<file path="src/rtl/scsi_sense_error_classifier_unit_macros.svh">
// assertion macros shared by the sense error classifier rtl
`ifndef SCSI_SENSE_ERROR_CLASSIFIER_UNIT_MACROS_SVH
`define SCSI_SENSE_ERROR_CLASSIFIER_UNIT_MACROS_SVH

// condition checked in the same cycle as its trigger
`define SSEC_ASSERT_SAME(label, ante, cons, msg) \
    label: assert property (@(posedge i_clk) disable iff (!i_rst_n) (ante) |-> (cons)) \
        else $error(msg);

// condition checked in the cycle after its trigger
`define SSEC_ASSERT_NEXT(label, ante, cons, msg) \
    label: assert property (@(posedge i_clk) disable iff (!i_rst_n) (ante) |=> (cons)) \
        else $error(msg);

`endif

</file>
<file path="src/rtl/ssec_pkg.sv">
// types, codes and packing constants of the sense error classifier
`timescale 1ns / 1ps

package ssec_pkg;

    // stream widths
    localparam int S_TDATA_W = 112;
    localparam int S_TUSER_W = 4;
    localparam int M_TDATA_W = 48;
    localparam int M_TUSER_W = 3;

    // adapter error categories
    localparam logic [3:0] CAT_NONE    = 4'd0;
    localparam logic [3:0] CAT_SENSE   = 4'd1;
    localparam logic [3:0] CAT_SHORT   = 4'd2;
    localparam logic [3:0] CAT_BUSY    = 4'd3;
    localparam logic [3:0] CAT_TIMEOUT = 4'd4;
    localparam logic [3:0] CAT_RESET   = 4'd7;

    // sense response codes
    localparam logic [6:0] RC_CURRENT  = 7'h70;
    localparam logic [6:0] RC_DEFERRED = 7'h71;

    // sense keys
    localparam logic [3:0] SK_NO_SENSE   = 4'h0;
    localparam logic [3:0] SK_RECOVERED  = 4'h1;
    localparam logic [3:0] SK_NOT_READY  = 4'h2;
    localparam logic [3:0] SK_ILLEGAL    = 4'h5;
    localparam logic [3:0] SK_UNIT_ATTN  = 4'h6;
    localparam logic [3:0] SK_DATA_PROT  = 4'h7;
    localparam logic [3:0] SK_BLANK      = 4'h8;
    localparam logic [3:0] SK_ABORTED    = 4'hB;
    localparam logic [3:0] SK_EQUAL      = 4'hC;
    localparam logic [3:0] SK_OVERFLOW   = 4'hD;

    // additional sense codes
    localparam logic [7:0] ASC_NO_MEDIUM   = 8'h3A;
    localparam logic [7:0] ASC_LUN_UNSUPP  = 8'h25;
    localparam logic [7:0] ASC_POWER_RESET = 8'h29;
    localparam logic [7:0] ASCQ_ZERO       = 8'h00;

    // control flag bit positions
    localparam int CF_IGN_NOT_READY = 0;
    localparam int CF_IGN_ILLEGAL   = 1;
    localparam int CF_DISCOVERY     = 2;
    localparam int CF_SILENT        = 3;
    localparam int CF_IGN_MEDIA_CHG = 4;
    localparam int CF_NOSLEEP       = 5;

    typedef enum logic [2:0] {
        OC_OK    = 3'd0,
        OC_RETRY = 3'd1,
        OC_EIO   = 3'd2,
        OC_NODEV = 3'd3,
        OC_INVAL = 3'd4,
        OC_ROFS  = 3'd5,
        OC_NOSPC = 3'd6
    } t_outcome;

    typedef struct packed {
        logic [3:0]  error_category;
        logic [6:0]  response_code;
        logic        info_valid;
        logic [3:0]  sense_key;
        logic [7:0]  asc;
        logic [7:0]  ascq;
        logic [5:0]  ctl_flags;
        logic        poll_mode;
        logic [7:0]  retries;
        logic [31:0] residual;
        logic [31:0] data_length;
    } t_item;

    typedef struct packed {
        t_outcome    outcome;
        logic [7:0]  retries_left;
        logic        clear_media_loaded;
        logic [31:0] residual_out;
    } t_result;

endpackage

</file>
<file path="src/rtl/ssec_in_reg.sv">
// input register stage: captures and unpacks one completion transaction
`timescale 1ns / 1ps

module ssec_in_reg (
    input  logic                          i_clk,
    input  logic                          i_rst_n,
    input  logic                          i_valid,
    output logic                          o_ready,
    input  logic [ssec_pkg::S_TDATA_W-1:0] i_tdata,
    input  logic [ssec_pkg::S_TUSER_W-1:0] i_tuser,
    input  logic                          i_take,
    output logic                          o_valid,
    output ssec_pkg::t_item               o_item
);

    logic            r_valid;
    ssec_pkg::t_item r_item;
    ssec_pkg::t_item n_item;

    assign o_ready = !r_valid || i_take;

    always_comb begin
        n_item.error_category = i_tuser[3:0];
        n_item.response_code  = i_tdata[6:0];
        n_item.info_valid     = i_tdata[7];
        n_item.sense_key      = i_tdata[11:8];
        n_item.asc            = i_tdata[19:12];
        n_item.ascq           = i_tdata[27:20];
        n_item.ctl_flags      = i_tdata[33:28];
        n_item.poll_mode      = i_tdata[34];
        n_item.retries        = i_tdata[42:35];
        n_item.residual       = i_tdata[74:43];
        n_item.data_length    = i_tdata[106:75];
    end

    always_ff @(posedge i_clk) begin
        if (!i_rst_n) begin
            r_valid <= 1'b0;
        end else if (o_ready) begin
            r_valid <= i_valid;
        end
        if (o_ready && i_valid) begin
            r_item <= n_item;
        end
    end

    assign o_valid = r_valid;
    assign o_item  = r_item;

endmodule

</file>
<file path="src/rtl/ssec_classify.sv">
// decision logic: maps one completion to outcome, retries, media flag and residual
`timescale 1ns / 1ps

module ssec_classify (
    input  ssec_pkg::t_item   i_item,
    input  logic              i_removable_media,
    output ssec_pkg::t_result o_result
);

    ssec_pkg::t_outcome oc;
    logic               restart;
    logic               clear;
    logic [31:0]        resid;
    logic               extended;
    logic               busy_no_wait;

    assign extended = (i_item.response_code == ssec_pkg::RC_CURRENT) ||
                      (i_item.response_code == ssec_pkg::RC_DEFERRED);

    assign busy_no_wait = (i_item.retries != 8'd0) && !i_item.poll_mode &&
                          (i_item.ctl_flags[ssec_pkg::CF_NOSLEEP] ||
                           i_item.ctl_flags[ssec_pkg::CF_DISCOVERY]);

    always_comb begin
        oc      = ssec_pkg::OC_EIO;
        restart = 1'b0;
        clear   = 1'b0;
        resid   = i_item.residual;
        case (i_item.error_category)
            ssec_pkg::CAT_NONE: begin
                oc = ssec_pkg::OC_OK;
            end
            ssec_pkg::CAT_SENSE, ssec_pkg::CAT_SHORT: begin
                if (extended) begin
                    case (i_item.sense_key)
                        ssec_pkg::SK_NO_SENSE, ssec_pkg::SK_RECOVERED: begin
                            // full-length short read with nothing wrong
                            if ((i_item.residual == i_item.data_length) &&
                                (i_item.data_length != 32'd0)) begin
                                resid = 32'd0;
                            end
                            oc = ssec_pkg::OC_OK;
                        end
                        ssec_pkg::SK_EQUAL, ssec_pkg::SK_BLANK: begin
                            oc = ssec_pkg::OC_OK;
                        end
                        ssec_pkg::SK_NOT_READY: begin
                            clear = i_removable_media;
                            if (i_item.ctl_flags[ssec_pkg::CF_IGN_NOT_READY]) begin
                                oc = ssec_pkg::OC_OK;
                            end else if ((i_item.asc == ssec_pkg::ASC_NO_MEDIUM) &&
                                         (i_item.ascq == ssec_pkg::ASCQ_ZERO)) begin
                                oc = ssec_pkg::OC_NODEV;
                            end
                        end
                        ssec_pkg::SK_ILLEGAL: begin
                            if (i_item.ctl_flags[ssec_pkg::CF_IGN_ILLEGAL]) begin
                                oc = ssec_pkg::OC_OK;
                            end else if (i_item.ctl_flags[ssec_pkg::CF_DISCOVERY] &&
                                         (i_item.asc == ssec_pkg::ASC_LUN_UNSUPP) &&
                                         (i_item.ascq == ssec_pkg::ASCQ_ZERO)) begin
                                oc = ssec_pkg::OC_INVAL;
                            end else if (!i_item.ctl_flags[ssec_pkg::CF_SILENT]) begin
                                oc = ssec_pkg::OC_INVAL;
                            end
                        end
                        ssec_pkg::SK_UNIT_ATTN: begin
                            if ((i_item.asc == ssec_pkg::ASC_POWER_RESET) &&
                                (i_item.ascq == ssec_pkg::ASCQ_ZERO)) begin
                                restart = 1'b1;
                            end else begin
                                clear = i_removable_media;
                                if (i_item.ctl_flags[ssec_pkg::CF_IGN_MEDIA_CHG] ||
                                    !i_removable_media) begin
                                    restart = 1'b1;
                                end
                            end
                        end
                        ssec_pkg::SK_DATA_PROT: begin
                            oc = ssec_pkg::OC_ROFS;
                        end
                        ssec_pkg::SK_ABORTED: begin
                            restart = 1'b1;
                        end
                        ssec_pkg::SK_OVERFLOW: begin
                            oc = ssec_pkg::OC_NOSPC;
                        end
                        default: begin
                            oc = ssec_pkg::OC_EIO;
                        end
                    endcase
                end
            end
            ssec_pkg::CAT_BUSY: begin
                restart = !busy_no_wait;
            end
            ssec_pkg::CAT_TIMEOUT, ssec_pkg::CAT_RESET: begin
                restart = 1'b1;
            end
            default: begin
                oc = ssec_pkg::OC_EIO;
            end
        endcase

        o_result.retries_left = i_item.retries;
        if (restart) begin
            if (i_item.retries != 8'd0) begin
                oc                    = ssec_pkg::OC_RETRY;
                o_result.retries_left = i_item.retries - 8'd1;
            end else begin
                oc = ssec_pkg::OC_EIO;
            end
        end
        o_result.outcome            = oc;
        o_result.clear_media_loaded = clear;
        o_result.residual_out       = resid;
    end

endmodule

</file>
<file path="src/rtl/ssec_out_reg.sv">
// result register stage: holds one classified transaction for the master side
`timescale 1ns / 1ps

module ssec_out_reg (
    input  logic                           i_clk,
    input  logic                           i_rst_n,
    input  logic                           i_valid,
    input  ssec_pkg::t_result              i_result,
    output logic                           o_load,
    output logic                           o_valid,
    input  logic                           i_ready,
    output logic [ssec_pkg::M_TDATA_W-1:0] o_tdata,
    output logic [ssec_pkg::M_TUSER_W-1:0] o_tuser
);

    logic              r_valid;
    ssec_pkg::t_result r_result;

    assign o_load = !r_valid || i_ready;

    always_ff @(posedge i_clk) begin
        if (!i_rst_n) begin
            r_valid <= 1'b0;
        end else if (o_load) begin
            r_valid <= i_valid;
        end
        if (o_load && i_valid) begin
            r_result <= i_result;
        end
    end

    assign o_valid = r_valid;
    assign o_tdata = {7'd0, r_result.residual_out, r_result.clear_media_loaded,
                      r_result.retries_left};
    assign o_tuser = r_result.outcome;

endmodule

</file>
<file path="src/rtl/scsi_sense_error_classifier_unit.sv">
// top level of the scsi sense error classifier
`timescale 1ns / 1ps
//
//  channel   direction  payload                                   accepted when
//  s_axis    in         completion: category + sense + counts     tvalid && tready
//  m_axis    out        outcome, retries left, media flag, resid  tvalid && tready
//  cfg       in         removable_media bit                       i_cfg_we
//
//  two-stage path: input register -> decision logic -> result register
//  one transaction per cycle sustained while m_axis does not stall
//  the rate is set by the single-pass decision logic between the two registers
//  reset (i_rst_n low, synchronous) empties both stages and clears removable_media
//  a stall on m_axis backs up through the result register into the input register;
//  s_axis_tready falls only when both stages hold a transaction and m_axis stalls

module scsi_sense_error_classifier_unit (
    input  logic                           i_clk,
    input  logic                           i_rst_n,
    // configuration
    input  logic                           i_cfg_we,
    input  logic                           i_cfg_wdata,
    // completion input
    input  logic                           s_axis_tvalid,
    output logic                           s_axis_tready,
    // response_code[6:0], info_valid[7], sense_key[11:8], asc[19:12], ascq[27:20],
    // ctl_flags[33:28], poll_mode[34], retries[42:35], residual[74:43],
    // data_length[106:75], zero fill[111:107]
    input  logic [ssec_pkg::S_TDATA_W-1:0] s_axis_tdata,
    // error_category[3:0]
    input  logic [ssec_pkg::S_TUSER_W-1:0] s_axis_tuser,
    // classification output
    output logic                           m_axis_tvalid,
    input  logic                           m_axis_tready,
    // retries_left[7:0], clear_media_loaded[8], residual_out[40:9], zero fill[47:41]
    output logic [ssec_pkg::M_TDATA_W-1:0] m_axis_tdata,
    // outcome[2:0]
    output logic [ssec_pkg::M_TUSER_W-1:0] m_axis_tuser
);

    `include "scsi_sense_error_classifier_unit_macros.svh"

    // removable media setting, to be written only while the block is idle; not enforced here
    logic r_removable_media;

    logic              item_valid;
    ssec_pkg::t_item   item;
    ssec_pkg::t_result result;
    logic              out_load;

    // terms watched by the assertions
    logic              out_clear;
    logic              out_retry;
    logic              in_take;
    logic              in_stall;
    logic              stage_room;

    always_ff @(posedge i_clk) begin
        if (!i_rst_n) begin
            r_removable_media <= 1'b0;
        end else if (i_cfg_we) begin
            r_removable_media <= i_cfg_wdata;
        end
    end

    // input stage moves forward whenever the result register can load
    ssec_in_reg u_in_reg (
        .i_clk   (i_clk),
        .i_rst_n (i_rst_n),
        .i_valid (s_axis_tvalid),
        .o_ready (s_axis_tready),
        .i_tdata (s_axis_tdata),
        .i_tuser (s_axis_tuser),
        .i_take  (out_load),
        .o_valid (item_valid),
        .o_item  (item)
    );

    // single-pass decision on the registered transaction
    ssec_classify u_classify (
        .i_item            (item),
        .i_removable_media (r_removable_media),
        .o_result          (result)
    );

    // result register doubles as the skid stage toward m_axis
    ssec_out_reg u_out_reg (
        .i_clk    (i_clk),
        .i_rst_n  (i_rst_n),
        .i_valid  (item_valid),
        .i_result (result),
        .o_load   (out_load),
        .o_valid  (m_axis_tvalid),
        .i_ready  (m_axis_tready),
        .o_tdata  (m_axis_tdata),
        .o_tuser  (m_axis_tuser)
    );

    assign out_clear  = m_axis_tvalid && m_axis_tdata[8];
    assign out_retry  = m_axis_tvalid && (m_axis_tuser == ssec_pkg::OC_RETRY);
    assign in_take    = s_axis_tvalid && s_axis_tready;
    assign in_stall   = item_valid && !out_load;
    assign stage_room = !item_valid || out_load;

    // media-loaded clearing only ever comes from a removable device
    `SSEC_ASSERT_SAME(a_clear_removable, out_clear, r_removable_media, "clear on fixed media")

    // a retry always consumes one of at least one remaining retries
    `SSEC_ASSERT_SAME(a_retry_sane, out_retry, m_axis_tdata[7:0] != 8'hFF, "retry with none left")

    // a held input transaction is neither lost nor altered
    `SSEC_ASSERT_NEXT(a_in_hold, in_stall, item_valid && $stable(item), "stalled input lost")

    // input accepted only when the input stage is free or draining
    `SSEC_ASSERT_SAME(a_accept_room, in_take, stage_room, "input accepted over full stage")

endmodule
</file>
<file path="config.mk">
export PLATFORM = sky130hd
export DESIGN_NAME = scsi_sense_error_classifier_unit
export DESIGN_NICKNAME = d
export VERILOG_FILES = /design/src/rtl/ssec_pkg.sv /design/src/rtl/ssec_in_reg.sv /design/src/rtl/ssec_classify.sv /design/src/rtl/ssec_out_reg.sv /design/src/rtl/scsi_sense_error_classifier_unit.sv
export VERILOG_INCLUDE_DIRS = /design/src /design/src/rtl
export SDC_FILE = /design/constraint.sdc
export NUM_CORES = 1
export LEC_CHECK = 0
export BUFFER_PORTS_ARGS = -buffer_cell sky130_fd_sc_hd__buf_2
export CAP_MARGIN = 20
export CORE_MARGIN = 5
export CORE_UTILIZATION = 55
export CTS_CLUSTER_DIAMETER = 40
export DETAILED_ROUTE_END_ITERATION = 8
export HOLD_SLACK_MARGIN = 0.05
export PLACE_DENSITY_LB_ADDON = 0.08
export SKIP_LAST_GASP = 1
export SYNTH_ARGS = -nofsm -noshare
export SYNTH_HDL_FRONTEND = slang
export SYNTH_SLANG_ARGS = --single-unit
</file>
<file path="constraint.sdc">
create_clock -name i_clk -period 11.6 [get_ports i_clk]
set_clock_uncertainty 0.05 [all_clocks]
set_input_delay 2.32 -clock i_clk [delete_from_list [all_inputs] [get_ports i_clk]]
set_output_delay 2.32 -clock i_clk [all_outputs]
set_load 0.01 [all_outputs]
</file>
==> summary.txt <==
Global route
  • First-pass GRT wire length: 18,020 microns
  • Pin count of the biggest net entering global routing: 86
  • Number of global-route vias before repair: 3,545
  • Overall fraction of global-route tracks in use: 18.80%
  • Grt total ovfl: 0
  • Number of antenna violations at the first check in global routing: 1

Timing
  • Maximum clock rate: 184.6 MHz
  • Max transition margin: 29.24%
  • Summed negative setup slack over all endpoints: 0 ns
  • Post-route clock period utilization: 46.70%
  • Slew Limit Fails: 0
  • Worst-Margin Slew: 1.061 ns
  • Shortest clock period the worst path allows after layout: 5.417 ns
  • Unrepaired setup endpoints after global routing: false
  • Endpoints failing setup: 0
  • Post-route worst setup slack: 6.183 ns
  • Final hold violations: 0

Route
  • Wirelength, routed: 11,850 microns
  • Vias per inst: 5.124
  • Final routed DRC violation total: 0
  • Via count: 3,459
  • Avg WL per Cell: 17.55 microns
  • Number of DRC markers in iteration 0: 198
  • Number of optimization iterations in the first detailed-route pass: 5
  • Count of antenna-violating nets left after detailed routing: 0

Die
  • I/O pins: 175
  • Die Height: 114.1 microns
  • Standard-cell row count: 38
  • Die area: 0.01301 sq mm
  • Total core area: 0.01075 sq mm
  • Starting Density: 55.45%
  • Horiz. Die Dim: 114.1 microns

Hold path
  • Cell count of the worst hold path: 1
  • Hold worst-path end: u_out_reg.o_valid
  • HP Start: u_in_reg.o_valid
  • Kind of path behind the tightest hold check: reg -> reg

Pwr
  • Final total power: 0.001242 W
  • Power per cell area: 166.9 mW/mm^2
  • Lkg Pwr: 2.807 nW
  • VDD IR-drop max: 0.0001097 V

Layout
  • Number of filler cells placed in the layout: 778
  • Commonest non-fill, non-tap cell in the layout: buf_2
  • Area growth from synthesis to layout: 24.95%
  • Commonest non-fill, non-tap cells in the layout: buf_2, edfxtp_1, nor2b_1
  • Antenna fix cells: 0
  • Post-layout instance count excluding filler cells: 675
  • Share of final-layout standard cells stronger than drive strength 1: 37.38%
  • Post-Layout Inst Area: 0.007445 sq mm
  • Final layout net count: 645

Clock network
  • Clock root buffer master: clkbuf_8
  • Insertion delay of the later-clocked pin in the worst-skew pair: 0.51 ns
  • H-tree Lvls: 4
  • Clock tree sinks: 156
  • Total of cells resized after clock tree synthesis: 0
  • CTS clock-pin slew for the worst setup and hold paths: 0.06 ns
  • Post-CTS Repair Setup Buffers: 0
  • Number of buffers added to fix hold violations after cts: 0
  • CTS tree: yes
  • Number of CTS-inserted buffers: 17
  • Buffer levels on the longest clock path: 2

Critical path
  • Largest fanout on the critical path: 4
  • Arrival time of the worst setup path: 3.05 ns
  • Startpoint of the most critical register-to-register path: u_in_reg.o_item[64]
  • Required time at the worst-slack endpoint: 9.23 ns
  • Startpoint type of the worst setup path: primary input
  • Kind of end point of the critical path: output port
  • Setup Crit Path Kind: in -> out
  • Number of cell instances on the worst register-to-register path: 8
  • Reg2reg end: u_out_reg.o_tdata[7]
  • Worst reg2reg setup slack: 8.88 ns

Synthesis
  • Async S/R FF share, synth: 0%
  • Primary FF master, synth: edfxtp_1
  • Count of mapped cells out of synthesis: 347
  • Yosys warning total: 0
  • Number of synthesized register bits: 156
  • Number of enable flip-flop cells after synthesis: 153
  • Netlist area before placement: 0.005958 sq mm
  • Sequential element share of the synthesized area: 78.12%
  • Distinct cell type count after synthesis: 46
  • Post-Syn Area per Cell: 17.17 sq um

Outcome
  • Outcome: finished, final reports clean

Placed design
  • RePlAce Congestion: 0.7846
  • Placed wire-length estimate: 8478 microns
  • Port buffer count: 160
  • Post-place setup slack: 6.174 ns
  • Total placed cells including tap cells: 643
  • Area after detailed placement: 0.006905 sq mm

Job
  • # Max-Cap Violations: 0
[power by group]
group,switching (W),internal (W),leakage [nW],total (W)
combinational,0.0000386,0.0000336,1.05,0.0000722
clock,0.000214,0.000283,0.253,0.000497
sequential,0.0000168,0.000656,1.50,0.000673
[layout make-up]
class	instances	area [sq um]	share of cell area (%)
Sequential cell	156	4654	62.52
Tap cell	140	175.2	2.353
Multi-Input combinational cell	179	1234	16.57
Clock inverter	15	125.1	1.681
Timing Repair Buffer	163	823.3	11.06
Clock buffer	17	414.1	5.563
Inverter	5	18.77	0.2521
[per-stage QoR]
stage                     utilization [%]  hold slack [ns]
after global placement              64.26           0.4508
final                               69.28           0.4883
after global routing                69.28           0.5323
after CTS                           69.28           0.4945
after detailed placement            64.26           0.4861
after floorplan                         -           0.4268
[worst max-delay path by stage]
stage,startpoint,end,cells after the start
2_1_floorplan,m_axis_tready,u_in_reg.o_item[0],3
3_3_place_gp,m_axis_tready,s_axis_tready,4
3_5_place_dp,m_axis_tready,s_axis_tready,4
4_1_cts,m_axis_tready,s_axis_tready,4
5_1_grt,m_axis_tready,s_axis_tready,4
6_report,m_axis_tready,s_axis_tready,4
[sequential cells by signal (all words and copies together), names as in the netlist]
register / flops
u_out_reg.o_tdata: 41
u_in_reg.o_valid: 1
u_out_reg.o_valid: 1
r_removable_media: 1
u_in_reg.o_item: 109
u_out_reg.o_tuser: 3
[cells by family after synthesis]
family | after synthesis | share of synthesized area [%]
adders and majority gates | 2 | 0.3780
DFF | 156 | 78.12
buffers and inverters | 18 | 1.722
and+or+nand+nor | 108 | 11.38
muxes | 3 | 0.5460
other | 1 | 0.06294
xor gates and xnor gates | 34 | 4.998
AOI/OAI and AO/OA | 25 | 2.793
[cells in the mapped netlist (2+ instances only)]
master      n  area [sq um]
inv_1       5         18.77
nand4b_1    2         17.52
xor2_1     18         157.7
o21ai_0    11         55.05
nor3b_1     2         15.01
nor3_1      4         20.02
edfxtp_1  153          4594
nand2_1     8         30.03
nor2_1     11         41.29
nor4b_1     2         17.52
nor2b_1    37         231.5
o31ai_1     3         22.52
clkbuf_1    4         15.01
buf_4       7         52.55
nand3_1     5         25.02
a21oi_1     2         10.01
nor4_1     18         112.6
o21a_1      2         15.01
xnor2_1    16         140.1
nand4_1     8         50.05
dfxtp_1     3         60.06
mux2_2      2         22.52
[worst max-delay path, cell delays in order]
cell,delay [ns]
buf_2,0.10
nor2b_1,0.32
nand2_1,0.14
buf_2,0.16
[routing by layer]
| layer | GRT usage, % | vias up | part of all wire (%) |
|---|---|---|---|
| li1 | - | 1675 | - |
| met1 | 24.92 | 1626 | 42 |
| met2 | 29.23 | 137 | 48 |
| met3 | 5.550 | 19 | 8.1 |
| met4 | 7.997 | 2 | 1.6 |
| met5 | 0 | - | 0.11 |
No activity file was read; power rests on OpenSTA's default activity.
